<file path="config.mk">
export PLATFORM = sky130hd
export DESIGN_NAME = nested_priority_interrupt_dispatch_unit
export DESIGN_NICKNAME = d
export VERILOG_FILES = /design/src/rtl/npid_pkg.sv /design/src/rtl/npid_csr_bank.sv /design/src/rtl/nested_priority_interrupt_dispatch_unit.sv
export SDC_FILE = /design/constraint.sdc
export NUM_CORES = 1
export LEC_CHECK = 0
export ABC_AREA = 0
export BUFFER_PORTS_ARGS = -buffer_cell sky130_fd_sc_hd__buf_2
export CORE_MARGIN = 8
export CORE_UTILIZATION = 60
export DETAILED_ROUTE_END_ITERATION = 8
export GPL_TIMING_DRIVEN = 0
export PLACE_DENSITY = 0.78
export REMOVE_ABC_BUFFERS = 1
export SYNTH_ARGS = -nofsm -noshare
export SYNTH_HDL_FRONTEND = slang
export SYNTH_HIERARCHICAL = 1
export SYNTH_SLANG_ARGS = --single-unit
</file>
<file path="constraint.sdc">
create_clock -name clock -period 7.1 [get_ports clock]
set_input_delay 0.71 -clock clock [delete_from_list [all_inputs] [get_ports clock]]
set_output_delay 0.71 -clock clock [all_outputs]
set_load 0.05 [all_outputs]
</file>
<file path="src/rtl/npid_pkg.sv">
`timescale 1ns / 1ps
// ----------------------------------------------------------------------------
// npid_pkg
// Shared types and constants of the nested priority interrupt dispatch unit:
// item layouts, status and operation codes, register indexes.
// ----------------------------------------------------------------------------
package npid_pkg;

   // Fixed field widths
   localparam int IRQ_W     = 6;
   localparam int LEVEL_W   = 5;
   localparam int MAP_W     = 4;
   localparam int STATUS_W  = 3;
   localparam int CSR_IDX_W = 3;
   localparam int CSR_W     = 64;

   // Defaults for the top-level parameters
   localparam int NUM_IRQS_DEF   = 64;
   localparam int NUM_LEVELS_DEF = 16;

   // Level value that marks no handler running
   localparam logic [LEVEL_W-1:0] IDLE_LEVEL = 5'd16;

   // Operation codes
   localparam logic OP_RAISE = 1'b0;
   localparam logic OP_DONE  = 1'b1;

   // Status codes
   localparam logic [STATUS_W-1:0] STATUS_DISPATCHED = 3'd0;
   localparam logic [STATUS_W-1:0] STATUS_PENDING    = 3'd1;
   localparam logic [STATUS_W-1:0] STATUS_RESUMED    = 3'd2;
   localparam logic [STATUS_W-1:0] STATUS_UNREG      = 3'd3;
   localparam logic [STATUS_W-1:0] STATUS_DONE_IDLE  = 3'd4;

   // Register indexes
   localparam logic [CSR_IDX_W-1:0] CSR_HANDLER_PRESENT = 3'd0;
   localparam logic [CSR_IDX_W-1:0] CSR_LEVEL_MAP_0     = 3'd1;
   localparam logic [CSR_IDX_W-1:0] CSR_LEVEL_MAP_1     = 3'd2;
   localparam logic [CSR_IDX_W-1:0] CSR_LEVEL_MAP_2     = 3'd3;
   localparam logic [CSR_IDX_W-1:0] CSR_LEVEL_MAP_3     = 3'd4;

   typedef struct packed {
      logic             operation;
      logic [IRQ_W-1:0] irq;
   } req_type;

   typedef struct packed {
      logic [STATUS_W-1:0] status;
      logic [IRQ_W-1:0]    dispatch_irq;
      logic [LEVEL_W-1:0]  active_level;
   } rsp_type;

   // Result of looking an IRQ up in the register bank
   typedef struct packed {
      logic             registered;
      logic [MAP_W-1:0] level;
   } lookup_type;

endpackage

</file>
<file path="src/rtl/npid_csr_bank.sv">
`timescale 1ns / 1ps
// ----------------------------------------------------------------------------
// npid_csr_bank
// Handler-present mask and level map registers, with the lookup that turns
// an IRQ number into its registered flag and its clamped priority level.
// ----------------------------------------------------------------------------
module npid_csr_bank
   import npid_pkg::*;
#(
   parameter int NUM_IRQS   = NUM_IRQS_DEF,
   parameter int NUM_LEVELS = NUM_LEVELS_DEF
) (
   input  logic                 clock,
   input  logic                 reset,
   input  logic                 csr_write_en,
   input  logic [CSR_IDX_W-1:0] csr_index,
   input  logic [CSR_W-1:0]     csr_wdata,
   input  logic [IRQ_W-1:0]     irq,
   output lookup_type           lookup
);

   logic [CSR_W-1:0] handler_present_ff;
   logic [CSR_W-1:0] level_map_ff [4];
   logic [CSR_W-1:0] map_word;
   logic [MAP_W-1:0] raw_level;

   // Write registers; other indexes are dropped
   always_ff @(posedge clock) begin
      if (reset) begin
         handler_present_ff <= '0;
         for (int i = 0; i < 4; i++) begin
            level_map_ff[i] <= '0;
         end
      end else if (csr_write_en) begin
         unique case (csr_index)
            CSR_HANDLER_PRESENT: handler_present_ff <= csr_wdata;
            CSR_LEVEL_MAP_0:     level_map_ff[0] <= csr_wdata;
            CSR_LEVEL_MAP_1:     level_map_ff[1] <= csr_wdata;
            CSR_LEVEL_MAP_2:     level_map_ff[2] <= csr_wdata;
            CSR_LEVEL_MAP_3:     level_map_ff[3] <= csr_wdata;
            default: ;
         endcase
      end
   end

   // Pick the 4-bit entry for this IRQ and clamp it to the last level
   always_comb begin
      map_word  = level_map_ff[irq[5:4]];
      raw_level = map_word[{irq[3:0], 2'b00} +: MAP_W];
      lookup.registered = (7'(irq) < 7'(NUM_IRQS)) && handler_present_ff[irq];
      if (LEVEL_W'(raw_level) >= LEVEL_W'(NUM_LEVELS)) begin
         lookup.level = MAP_W'(NUM_LEVELS - 1);
      end else begin
         lookup.level = raw_level;
      end
   end

endmodule

</file>
<file path="src/rtl/nested_priority_interrupt_dispatch_unit.sv">
`timescale 1ns / 1ps
// ----------------------------------------------------------------------------
// nested_priority_interrupt_dispatch_unit
// Nesting priority interrupt controller. Each item is a raise of an IRQ or a
// handler-done event, and gives exactly one result item. A raise maps the IRQ
// to a level (lower is more urgent), marks it pending and dispatches it at
// once if it beats the running level; a done restores the level saved under
// the finished one and dispatches the first pending level between them.
// Saved levels and the IRQ recorded per level sit in two memories with
// registered reads. A raise, or a done while idle, passes through S_EVAL and
// S_OUT; a done that resumes also passes S_SCAN, and a done that dispatches a
// pending level passes S_SCAN and then S_FETCH, these extra states being the
// reads of the saved-level memory and then the source-IRQ memory. A new item
// is taken in the cycle after the previous one has moved into the output
// register, so the unit takes no new item while one is still in flight.
// ----------------------------------------------------------------------------
module nested_priority_interrupt_dispatch_unit
   import npid_pkg::*;
#(
   parameter int NUM_IRQS   = NUM_IRQS_DEF,
   parameter int NUM_LEVELS = NUM_LEVELS_DEF
) (
   input  logic                 clock,
   input  logic                 reset,
   input  logic                 csr_write_en,
   input  logic [CSR_IDX_W-1:0] csr_index,
   input  logic [CSR_W-1:0]     csr_wdata,
   input  logic                 req_valid,
   output logic                 req_ready,
   input  req_type              req_data,
   output logic                 rsp_valid,
   input  logic                 rsp_ready,
   output rsp_type              rsp_data
);

   localparam int LW = $clog2(NUM_LEVELS);

   typedef enum logic [4:0] {
      S_IDLE  = 5'b00001,
      S_EVAL  = 5'b00010,
      S_SCAN  = 5'b00100,
      S_FETCH = 5'b01000,
      S_OUT   = 5'b10000
   } state_type;

   state_type              state_ff, state_in;
   req_type                req_ff;
   lookup_type             lookup, look_ff;
   logic [LEVEL_W-1:0]     cur_ff, cur_in;
   logic [LEVEL_W-1:0]     restored_ff, restored_in;
   logic [LW-1:0]          hit_ff, hit_in;
   logic [NUM_LEVELS-1:0]  pending_ff, pending_in;
   rsp_type                res_ff, res_in;
   rsp_type                rsp_ff, rsp_in;
   logic                   rsp_valid_ff, rsp_valid_in;

   // Memory ports
   logic [LEVEL_W-1:0]     saved_mem [NUM_LEVELS];
   logic [IRQ_W-1:0]       src_mem [NUM_LEVELS];
   logic                   saved_we, saved_re, src_we, src_re;
   logic [LW-1:0]          saved_waddr, saved_raddr, src_waddr, src_raddr;
   logic [LEVEL_W-1:0]     saved_wdata, saved_rdata_ff;
   logic [IRQ_W-1:0]       src_wdata, src_rdata_ff;

   // Scan result
   logic                   scan_found;
   logic [LW-1:0]          scan_idx;
   logic [LW-1:0]          raise_idx;

   npid_csr_bank #(
      .NUM_IRQS   (NUM_IRQS),
      .NUM_LEVELS (NUM_LEVELS)
   ) u_csr_bank (
      .clock        (clock),
      .reset        (reset),
      .csr_write_en (csr_write_en),
      .csr_index    (csr_index),
      .csr_wdata    (csr_wdata),
      .irq          (req_data.irq),
      .lookup       (lookup)
   );

   assign req_ready = (state_ff == S_IDLE);
   assign rsp_valid = rsp_valid_ff;
   assign rsp_data  = rsp_ff;
   assign raise_idx = look_ff.level[LW-1:0];

   // Find the lowest pending level at or above the finished one and more
   // urgent than the restored one
   always_comb begin
      scan_found = 1'b0;
      scan_idx   = '0;
      for (int i = NUM_LEVELS - 1; i >= 0; i--) begin
         if (pending_ff[i] && (LEVEL_W'(i) >= cur_ff) && (LEVEL_W'(i) < saved_rdata_ff)) begin
            scan_found = 1'b1;
            scan_idx   = LW'(i);
         end
      end
   end

   // Sequencer: evaluate, read memories, update state, stage the result
   always_comb begin
      state_in     = state_ff;
      cur_in       = cur_ff;
      restored_in  = restored_ff;
      hit_in       = hit_ff;
      pending_in   = pending_ff;
      res_in       = res_ff;
      rsp_in       = rsp_ff;
      rsp_valid_in = rsp_valid_ff && !rsp_ready;
      saved_we     = 1'b0;
      saved_re     = 1'b0;
      saved_waddr  = '0;
      saved_raddr  = '0;
      saved_wdata  = '0;
      src_we       = 1'b0;
      src_re       = 1'b0;
      src_waddr    = '0;
      src_raddr    = '0;
      src_wdata    = '0;

      unique case (state_ff)
         S_IDLE: begin
            if (req_valid) begin
               state_in = S_EVAL;
            end
         end

         S_EVAL: begin
            res_in.dispatch_irq = '0;
            res_in.active_level = cur_ff;
            state_in            = S_OUT;
            if (req_ff.operation == OP_RAISE) begin
               if (!look_ff.registered) begin
                  res_in.status = STATUS_UNREG;
               end else begin
                  // Record the latest IRQ at its level
                  src_we    = 1'b1;
                  src_waddr = raise_idx;
                  src_wdata = req_ff.irq;
                  if (LEVEL_W'(look_ff.level) < cur_ff) begin
                     // Preempt: save the running level under the new one
                     saved_we              = 1'b1;
                     saved_waddr           = raise_idx;
                     saved_wdata           = cur_ff;
                     cur_in                = LEVEL_W'(look_ff.level);
                     pending_in[raise_idx] = 1'b0;
                     res_in.status         = STATUS_DISPATCHED;
                     res_in.dispatch_irq   = req_ff.irq;
                     res_in.active_level   = LEVEL_W'(look_ff.level);
                  end else begin
                     pending_in[raise_idx] = 1'b1;
                     res_in.status         = STATUS_PENDING;
                  end
               end
            end else if (cur_ff >= LEVEL_W'(NUM_LEVELS)) begin
               res_in.status = STATUS_DONE_IDLE;
            end else begin
               // Fetch the level saved under the finished one
               saved_re    = 1'b1;
               saved_raddr = cur_ff[LW-1:0];
               state_in    = S_SCAN;
            end
         end

         S_SCAN: begin
            if (scan_found) begin
               src_re      = 1'b1;
               src_raddr   = scan_idx;
               hit_in      = scan_idx;
               restored_in = saved_rdata_ff;
               state_in    = S_FETCH;
            end else begin
               cur_in              = saved_rdata_ff;
               res_in.status       = STATUS_RESUMED;
               res_in.dispatch_irq = '0;
               res_in.active_level = saved_rdata_ff;
               state_in            = S_OUT;
            end
         end

         S_FETCH: begin
            // Dispatch the pending level on top of the restored one
            saved_we            = 1'b1;
            saved_waddr         = hit_ff;
            saved_wdata         = restored_ff;
            pending_in[hit_ff]  = 1'b0;
            cur_in              = LEVEL_W'(hit_ff);
            res_in.status       = STATUS_DISPATCHED;
            res_in.dispatch_irq = src_rdata_ff;
            res_in.active_level = LEVEL_W'(hit_ff);
            state_in            = S_OUT;
         end

         S_OUT: begin
            // Hand the item to the output register once it is free
            if (!rsp_valid_ff || rsp_ready) begin
               rsp_in       = res_ff;
               rsp_valid_in = 1'b1;
               state_in     = S_IDLE;
            end
         end

         default: begin
            state_in = S_IDLE;
         end
      endcase
   end

   // Control registers
   always_ff @(posedge clock) begin
      if (reset) begin
         state_ff     <= S_IDLE;
         cur_ff       <= IDLE_LEVEL;
         pending_ff   <= '0;
         rsp_valid_ff <= 1'b0;
      end else begin
         state_ff     <= state_in;
         cur_ff       <= cur_in;
         pending_ff   <= pending_in;
         rsp_valid_ff <= rsp_valid_in;
      end
   end

   // Payload registers
   always_ff @(posedge clock) begin
      if (req_valid && req_ready) begin
         req_ff  <= req_data;
         look_ff <= lookup;
      end
      restored_ff <= restored_in;
      hit_ff      <= hit_in;
      res_ff      <= res_in;
      rsp_ff      <= rsp_in;
   end

   // Saved-level memory
   always_ff @(posedge clock) begin
      if (saved_we) begin
         saved_mem[saved_waddr] <= saved_wdata;
      end
      if (saved_re) begin
         saved_rdata_ff <= saved_mem[saved_raddr];
      end
   end

   // Source-IRQ memory
   always_ff @(posedge clock) begin
      if (src_we) begin
         src_mem[src_waddr] <= src_wdata;
      end
      if (src_re) begin
         src_rdata_ff <= src_mem[src_raddr];
      end
   end

endmodule

</file>
==> reports/summary.txt, run 1 <==
Worst setup path start - cur_ff[0]$_SDFFE_PP0P_
Area of the multi-input gates - 8650 um^2
Reg area - 16600 um^2
Setup Viol. Count Final - 0
Pin count of the biggest net entering global routing - 53
Crit path capture - src_rdata_ff[2]$_DFFE_PN_
CTS sink cnt - 583
Main flop type after synthesis - edfxtp_1
Fillers - 2939
Placer congestion estimate - 0.906
Initial DRC Count - 1522
Commonest non-fill, non-tap cell in the layout - edfxtp_1
Max IR drop VDD - 0.216 mV
Mean Syn Cell Area - 13.6 um^2
RR Startpoint - cur_ff[0]$_SDFFE_PP0P_
Post-CTS sizing - 0
Crit Reg-Reg Endpoint - src_rdata_ff[2]$_DFFE_PN_
GRT overflow - 0
Ranking of synthesized cells by area - edfxtp_1 57%, mux4_2 7.8%, dfxtp_1 7.1%
ANT nets after route - 0
Clock latency on the worst-skew pair - 0.61 ns
Number of flops mapped to enable cells by yosys - 492
Postcts setup bufs - 0
Mapped cell area - 25800 um^2
Starting Density - 60.4%
Hold Crit Class - primary input to flip-flop
Ys Warns - 6
Run status - complete, no violations
Period minus WS final - 5.44 ns
Buffer and inverter count on the worst path - 2
Slew margin rel. - 5.86%
Most frequent cells in the layout - 492 x edfxtp_1, 266 x and2_1, 203 x nand2_1
Fin util - 67.8%
Cell leakage power - 0.00956 uW
Worst reg2reg path depth - 11
DP HPWL - 38300 um
Antenna violations before repair - 8
RSZ-0062 raised after global routing - no
Die width - 223 um
Maximum clock rate - 184 MHz
Vias in the first global route - 16348
Gate count after technology mapping - 1899
Max cap viols - 0
Max Transition Viols Final - 0
WP data arrival - 5.77 ns
Hold buffers post-CTS - 0
Hold Fails Final Rpt - 0
Final WL - 59700 um
CTS tree - yes
Total track usage - 23.9%
Reg-to-reg slack, setup - 1.66 ns
Full die area - 49800 um^2
CTS max path bufs - 3
Drt wl/cell - 23.3 um
Slowest CP cell - dfxtp_1
Fraction of registers with async set/reset - 0%
Critical path launch point type - flip-flop
Max H-tree Level - 2
Max stage delay on crit path - 1.18 ns
Seq/Total Area, Yosys - 64.4%
Row cnt - 76
IO buf count - 94
First-pass detailed-route iteration total - 6
Clock Skews - 0.0124 ns
Critical Path Stages - 11
Worst EP required - 7.44 ns
Cell Chain, Critical Path - o21ai_0, and4_1, a2111o_1, a22oi_1, o211ai_4, buf_12, inv_1, nand2_2, mux2_2, o21ai_0, o221ai_1
Layout cells sized above 1 - 17.6%
CP max FO - 31
Most frequent CP cell - o21ai_0
First-pass GRT wire length - 92600 um
Cell accounting for the most synthesized area - edfxtp_1
Vias per inst - 6.27
DRC - 0
Yosys top cell area share - 57.3%
Core box area - 42700 um^2
CTS clock-pin slew for the worst setup and hold paths - 0.06 ns
Area Growth Syn to Fin - 12.2%
Die H - 223 um
Critical Path End Type - flip-flop
TNS Setup - 0 ns
Critical path type - flip-flop to flip-flop
Power Dens Cells - 254 nW/um^2
Worst slew pin tran - 1.40 ns
Total number of vias - 16041
Synth cell types - 79
Crit path max-delay family - compound AO/OA/AOI/OAI gates
I/O Pins - 95
Flops & latches, synth - 583
Final nets - 2042
Tcrit/Tclk final - 76.6%
Hold depth - 1
Clk root buf - clkbuf_16
CTS buffer count - 58
-- sequential cells by signal (all words and copies together), names as in the netlist, named ones only --
register	cells
rsp_valid	1
saved_rdata_ff	5
src_rdata_ff	6
u_csr_bank/handler_present_ff	64
req_ff	7
src_mem	96
u_csr_bank/level_map_ff	256
restored_ff	5
saved_mem	80
state_ff	5
rsp_data	14
raise_idx	4
hit_ff	4
res_ff	14
look_ff	1
cur_ff	5
-- power by group --
group | leakage [uW] | internal, uW | switching (uW)
Clock | 0.000968 | 1820 | 1280
Combinational | 0.00355 | 158 | 224
Sequential | 0.00504 | 3810 | 50.8
Total | 0.00956 | 5790 | 1550
-- synthesized netlist by cell type (all sizes together), types with 7 or more instances --
cell    count
nand2b     11
a22o       12
inv        19
o221ai     10
a31oi      19
mux4       92
o211ai     10
nand2     205
buf        47
or3        10
edfxtp    492
and3       10
o22ai      13
nand4       7
mux2i      52
dfxtp      91
nor2b      13
clkbuf     74
o21ai      63
a22oi      12
nor3       27
nor3b       7
mux2       22
and2      266
nor2       73
a21oi     100
a21o        8
nand3      47
nand3b     13
-- metrics by stage --
step	area, um^2	hold WS [ns]	setup slack [ns]	std cells	total power [uW]
floorplan	25200	0.400	2.70	1778	4110
global placement	26400	0.401	0.527	2418	4280
detailed placement	27000	0.405	1.81	2446	4310
CTS	28900	0.254	1.81	2556	7380
global route	28900	0.275	1.32	2557	7550
finish	28900	0.274	1.66	2559	7340
-- layout make-up --
cell class | count | area share [%]
Multi-Input combinational cell | 1176 | 29.9
Timing Repair Buffer | 122 | 3.32
Tap cell | 546 | 2.36
Antenna cell | 3 | 0.0260
Clock buffer | 78 | 5.59
Sequential cell | 583 | 57.4
Inverter | 19 | 0.255
Clock inverter | 32 | 1.17
-- routing by layer --
metal  GRT usage, %  part of all wire [%]  vias to the layer above
met5              0                  0.10                        -
li1               -                     -                     7270
met3           4.36                   7.5                      125
met2           41.9                    51                      674
met4           7.80                   2.9                       10
met1           29.6                    39                     7962
-- logic make-up (layout without fill, tap and decap cells) --
logic type / count (synthesis) / after routing / synth area share, %
simple gates: 701 / 701 / 14.3
flops: 583 / 583 / 64.4
compound gates: 306 / 306 / 7.72
fa+ha+maj: 3 / 3 / 0.146
mux: 166 / 166 / 11.1
buf+inv: 140 / 251 / 2.42
other cells: 0 / 3 / 0
-- worst min-delay path by stage --
stage,from,endpoint,slack (ns)
final,req_data[6],req_ff[6]$_DFFE_PP_,0.27
after global routing,req_data[6],req_ff[6]$_DFFE_PP_,0.28
after CTS,req_data[6],req_ff[6]$_DFFE_PP_,0.25
after detailed placement,res_ff[9]$_DFFE_PP_,rsp_data[9]$_DFFE_PP_,0.40
after global placement,res_ff[5]$_DFFE_PP_,rsp_data[5]$_DFFE_PP_,0.40
after floorplan,res_ff[0]$_DFFE_PP_,rsp_data[0]$_DFFE_PP_,0.40
No activity file was read; power rests on OpenSTA's default activity.
==> run 2: changes to the inputs <==
CORE_UTILIZATION = 56   (was 60)
PLACE_DENSITY = 0.76   (was 0.78)
clock period = 4.6 ns   (was 7.1 ns; I/O delays follow)
==> run 2 against run 1 <==
Net effect: fmax rose by 21%; register-to-register slack worse by 1.5 ns; via count up 0.92%; non-clock buffer count up 2; largest power group unchanged; count of clock-buffer cells in the layout shrank 1; clock skew increased by 0.016 ns; utilization down 4.0 points; total power is 51% higher; highest routed layer unchanged.
==> reports/summary.txt, run 2 (same netlist as run 1, synthesis figures left out) <==
Run status - complete, no violations
TNS Setup - 0 ns
Pin count of the biggest net entering global routing - 54
CTS tree - yes
CTS clock-pin slew for the worst setup and hold paths - 0.06 ns
Critical path launch point type - flip-flop
Critical path type - flip-flop to flip-flop
CTS max path bufs - 3
CTS buffer count - 57
First-pass detailed-route iteration total - 6
Clock Skews - 0.0283 ns
Drt wl/cell - 23.2 um
DP HPWL - 38800 um
Critical Path End Type - flip-flop
Fillers - 3333
Hold Fails Final Rpt - 0
Cell leakage power - 0.00951 uW
WP data arrival - 4.80 ns
I/O Pins - 95
CP max FO - 32
Max stage delay on crit path - 0.64 ns
Dpl ws - -0.705 ns
Cell total after placement - 2499
Final nets - 2045
Antenna violations before repair - 13
Row cnt - 78
Total track usage - 22.4%
Largest regs - u_csr_bank/level_map_ff (256), src_mem (96), saved_mem (80)
Worst EP required - 4.92 ns
Power Dens Cells - 384 nW/um^2
Non-Filler Instances - 2619
Fin util - 63.7%
Max cap viols - 0
First-pass GRT wire length - 93500 um
Max H-tree Level - 2
Period minus WS final - 4.48 ns
Max Transition Viols Final - 0
Full die area - 53100 um^2
Final WS setup - 0.119 ns
Commonest non-fill, non-tap cell in the layout - edfxtp_1
DRC - 0
Max IR drop VDD - 0.333 mV
Initial DRC Count - 1631
Vias in the first global route - 16557
WHS - 0.0372 ns
Total number of vias - 16188
Crit path max-delay family - compound AO/OA/AOI/OAI gates
ANT nets after route - 0
Slowest CP cell - edfxtp_1
CTS sink cnt - 583
Core box area - 45400 um^2
Hold buffers post-CTS - 0
Die width - 231 um
Tcrit/Tclk final - 97.4%
Placer congestion estimate - 0.900
Area Growth Syn to Fin - 12.2%
Buffer and inverter count on the worst path - 1
Final WL - 60900 um
Clock latency on the worst-skew pair - 0.63 ns
GRT overflow - 0
Max reg flops - 256
Layout cells sized above 1 - 17.7%
Vias per inst - 6.18
Most frequent cells in the layout - 492 x edfxtp_1, 266 x and2_1, 203 x nand2_1
Worst slew pin tran - 1.31 ns
Clk root buf - clkbuf_16
Setup Viol. Count Final - 0
Slew margin rel. - 11.8%
Maximum clock rate - 223 MHz
Die H - 231 um
Cell Chain, Critical Path - or4_1, o2111a_1, a21bo_2, or3_4, o21ai_4, inv_4, nand2_4, mux2_2, o21ai_0, o221ai_1
IO buf count - 94
Most flops, register - u_csr_bank/level_map_ff
Starting Density - 56.8%
Hold Crit Class - primary input to flip-flop
run 2: cell count changes in the layout (fill, tap and decap cells not counted), moves of 3 or more:
cell | before | now
clkbuf_8 | 7 | 10
clkinv_1 | 6 | 9
diode_2 | 3 | 9
buf_6 | 6 | 10
buf_8 | 5 | 2
bufinv_16 | 6 | 3
run 2: final timing paths:
kind / endpoint / slack (ns) / from / cells past startpoint
setup / recovery: src_rdata_ff[5]$_DFFE_PN_ / 0.12 / saved_rdata_ff[3]$_DFFE_PP_ / 10
hold / removal: req_ff[6]$_DFFE_PP_ / 0.04 / req_data[6] / 1
setup reg to reg: src_rdata_ff[5]$_DFFE_PN_ / 0.12 / saved_rdata_ff[3]$_DFFE_PP_ / 10
hold reg to reg: rsp_data[7]$_DFFE_PP_ / 0.42 / res_ff[7]$_DFFE_PP_ / 0
run 2: report_power, final:
part           leakage [uW]  switching (uW)  internal (uW)
clock              0.000913            1950           2600
combinational       0.00355             351            242
sequential          0.00504            76.6           5880
total               0.00951            2380           8720
run 2: per-stage QoR:
step / cell area, um^2 / total power (uW)
after floorplan: 25200 / 6350
after global placement: 26400 / 6610
after detailed placement: 27000 / 6660
after CTS: 28900 / 11200
after global routing: 28900 / 11400
final: 28900 / 11100
run 2: repair_timing:
item / 4_1_cts / 5_1_grt
setup endpoints to repair: 6 / 2
buffers inserted: 1 / 2
pin swaps: 1 / 0
cloned: 2 / 0
resized for setup: 3 / 2
run 2: metal layers:
layer / global-route usage (%) / part of all wire (%) / vias up
li1: - / - / 7295
met1: 27.4 / 39 / 8079
met2: 39.2 / 51 / 682
met3: 4.44 / 7.8 / 122
met4: 8.22 / 2.8 / 10
met5: 0 / 0.092 / -
run 2: layout make-up:
type / count / area [um^2] / area share, %
sequential: 583 / 16600 / 57.4
multi-input combinational: 1177 / 8680 / 30.0
clock buffer: 77 / 1600 / 5.54
timing repair buffer: 124 / 941 / 3.25
tap: 600 / 751 / 2.60
clock inverter: 29 / 239 / 0.827
inverter: 19 / 77.6 / 0.268
antenna: 9 / 22.5 / 0.0779
timing repair inverter: 1 / 5.00 / 0.0173
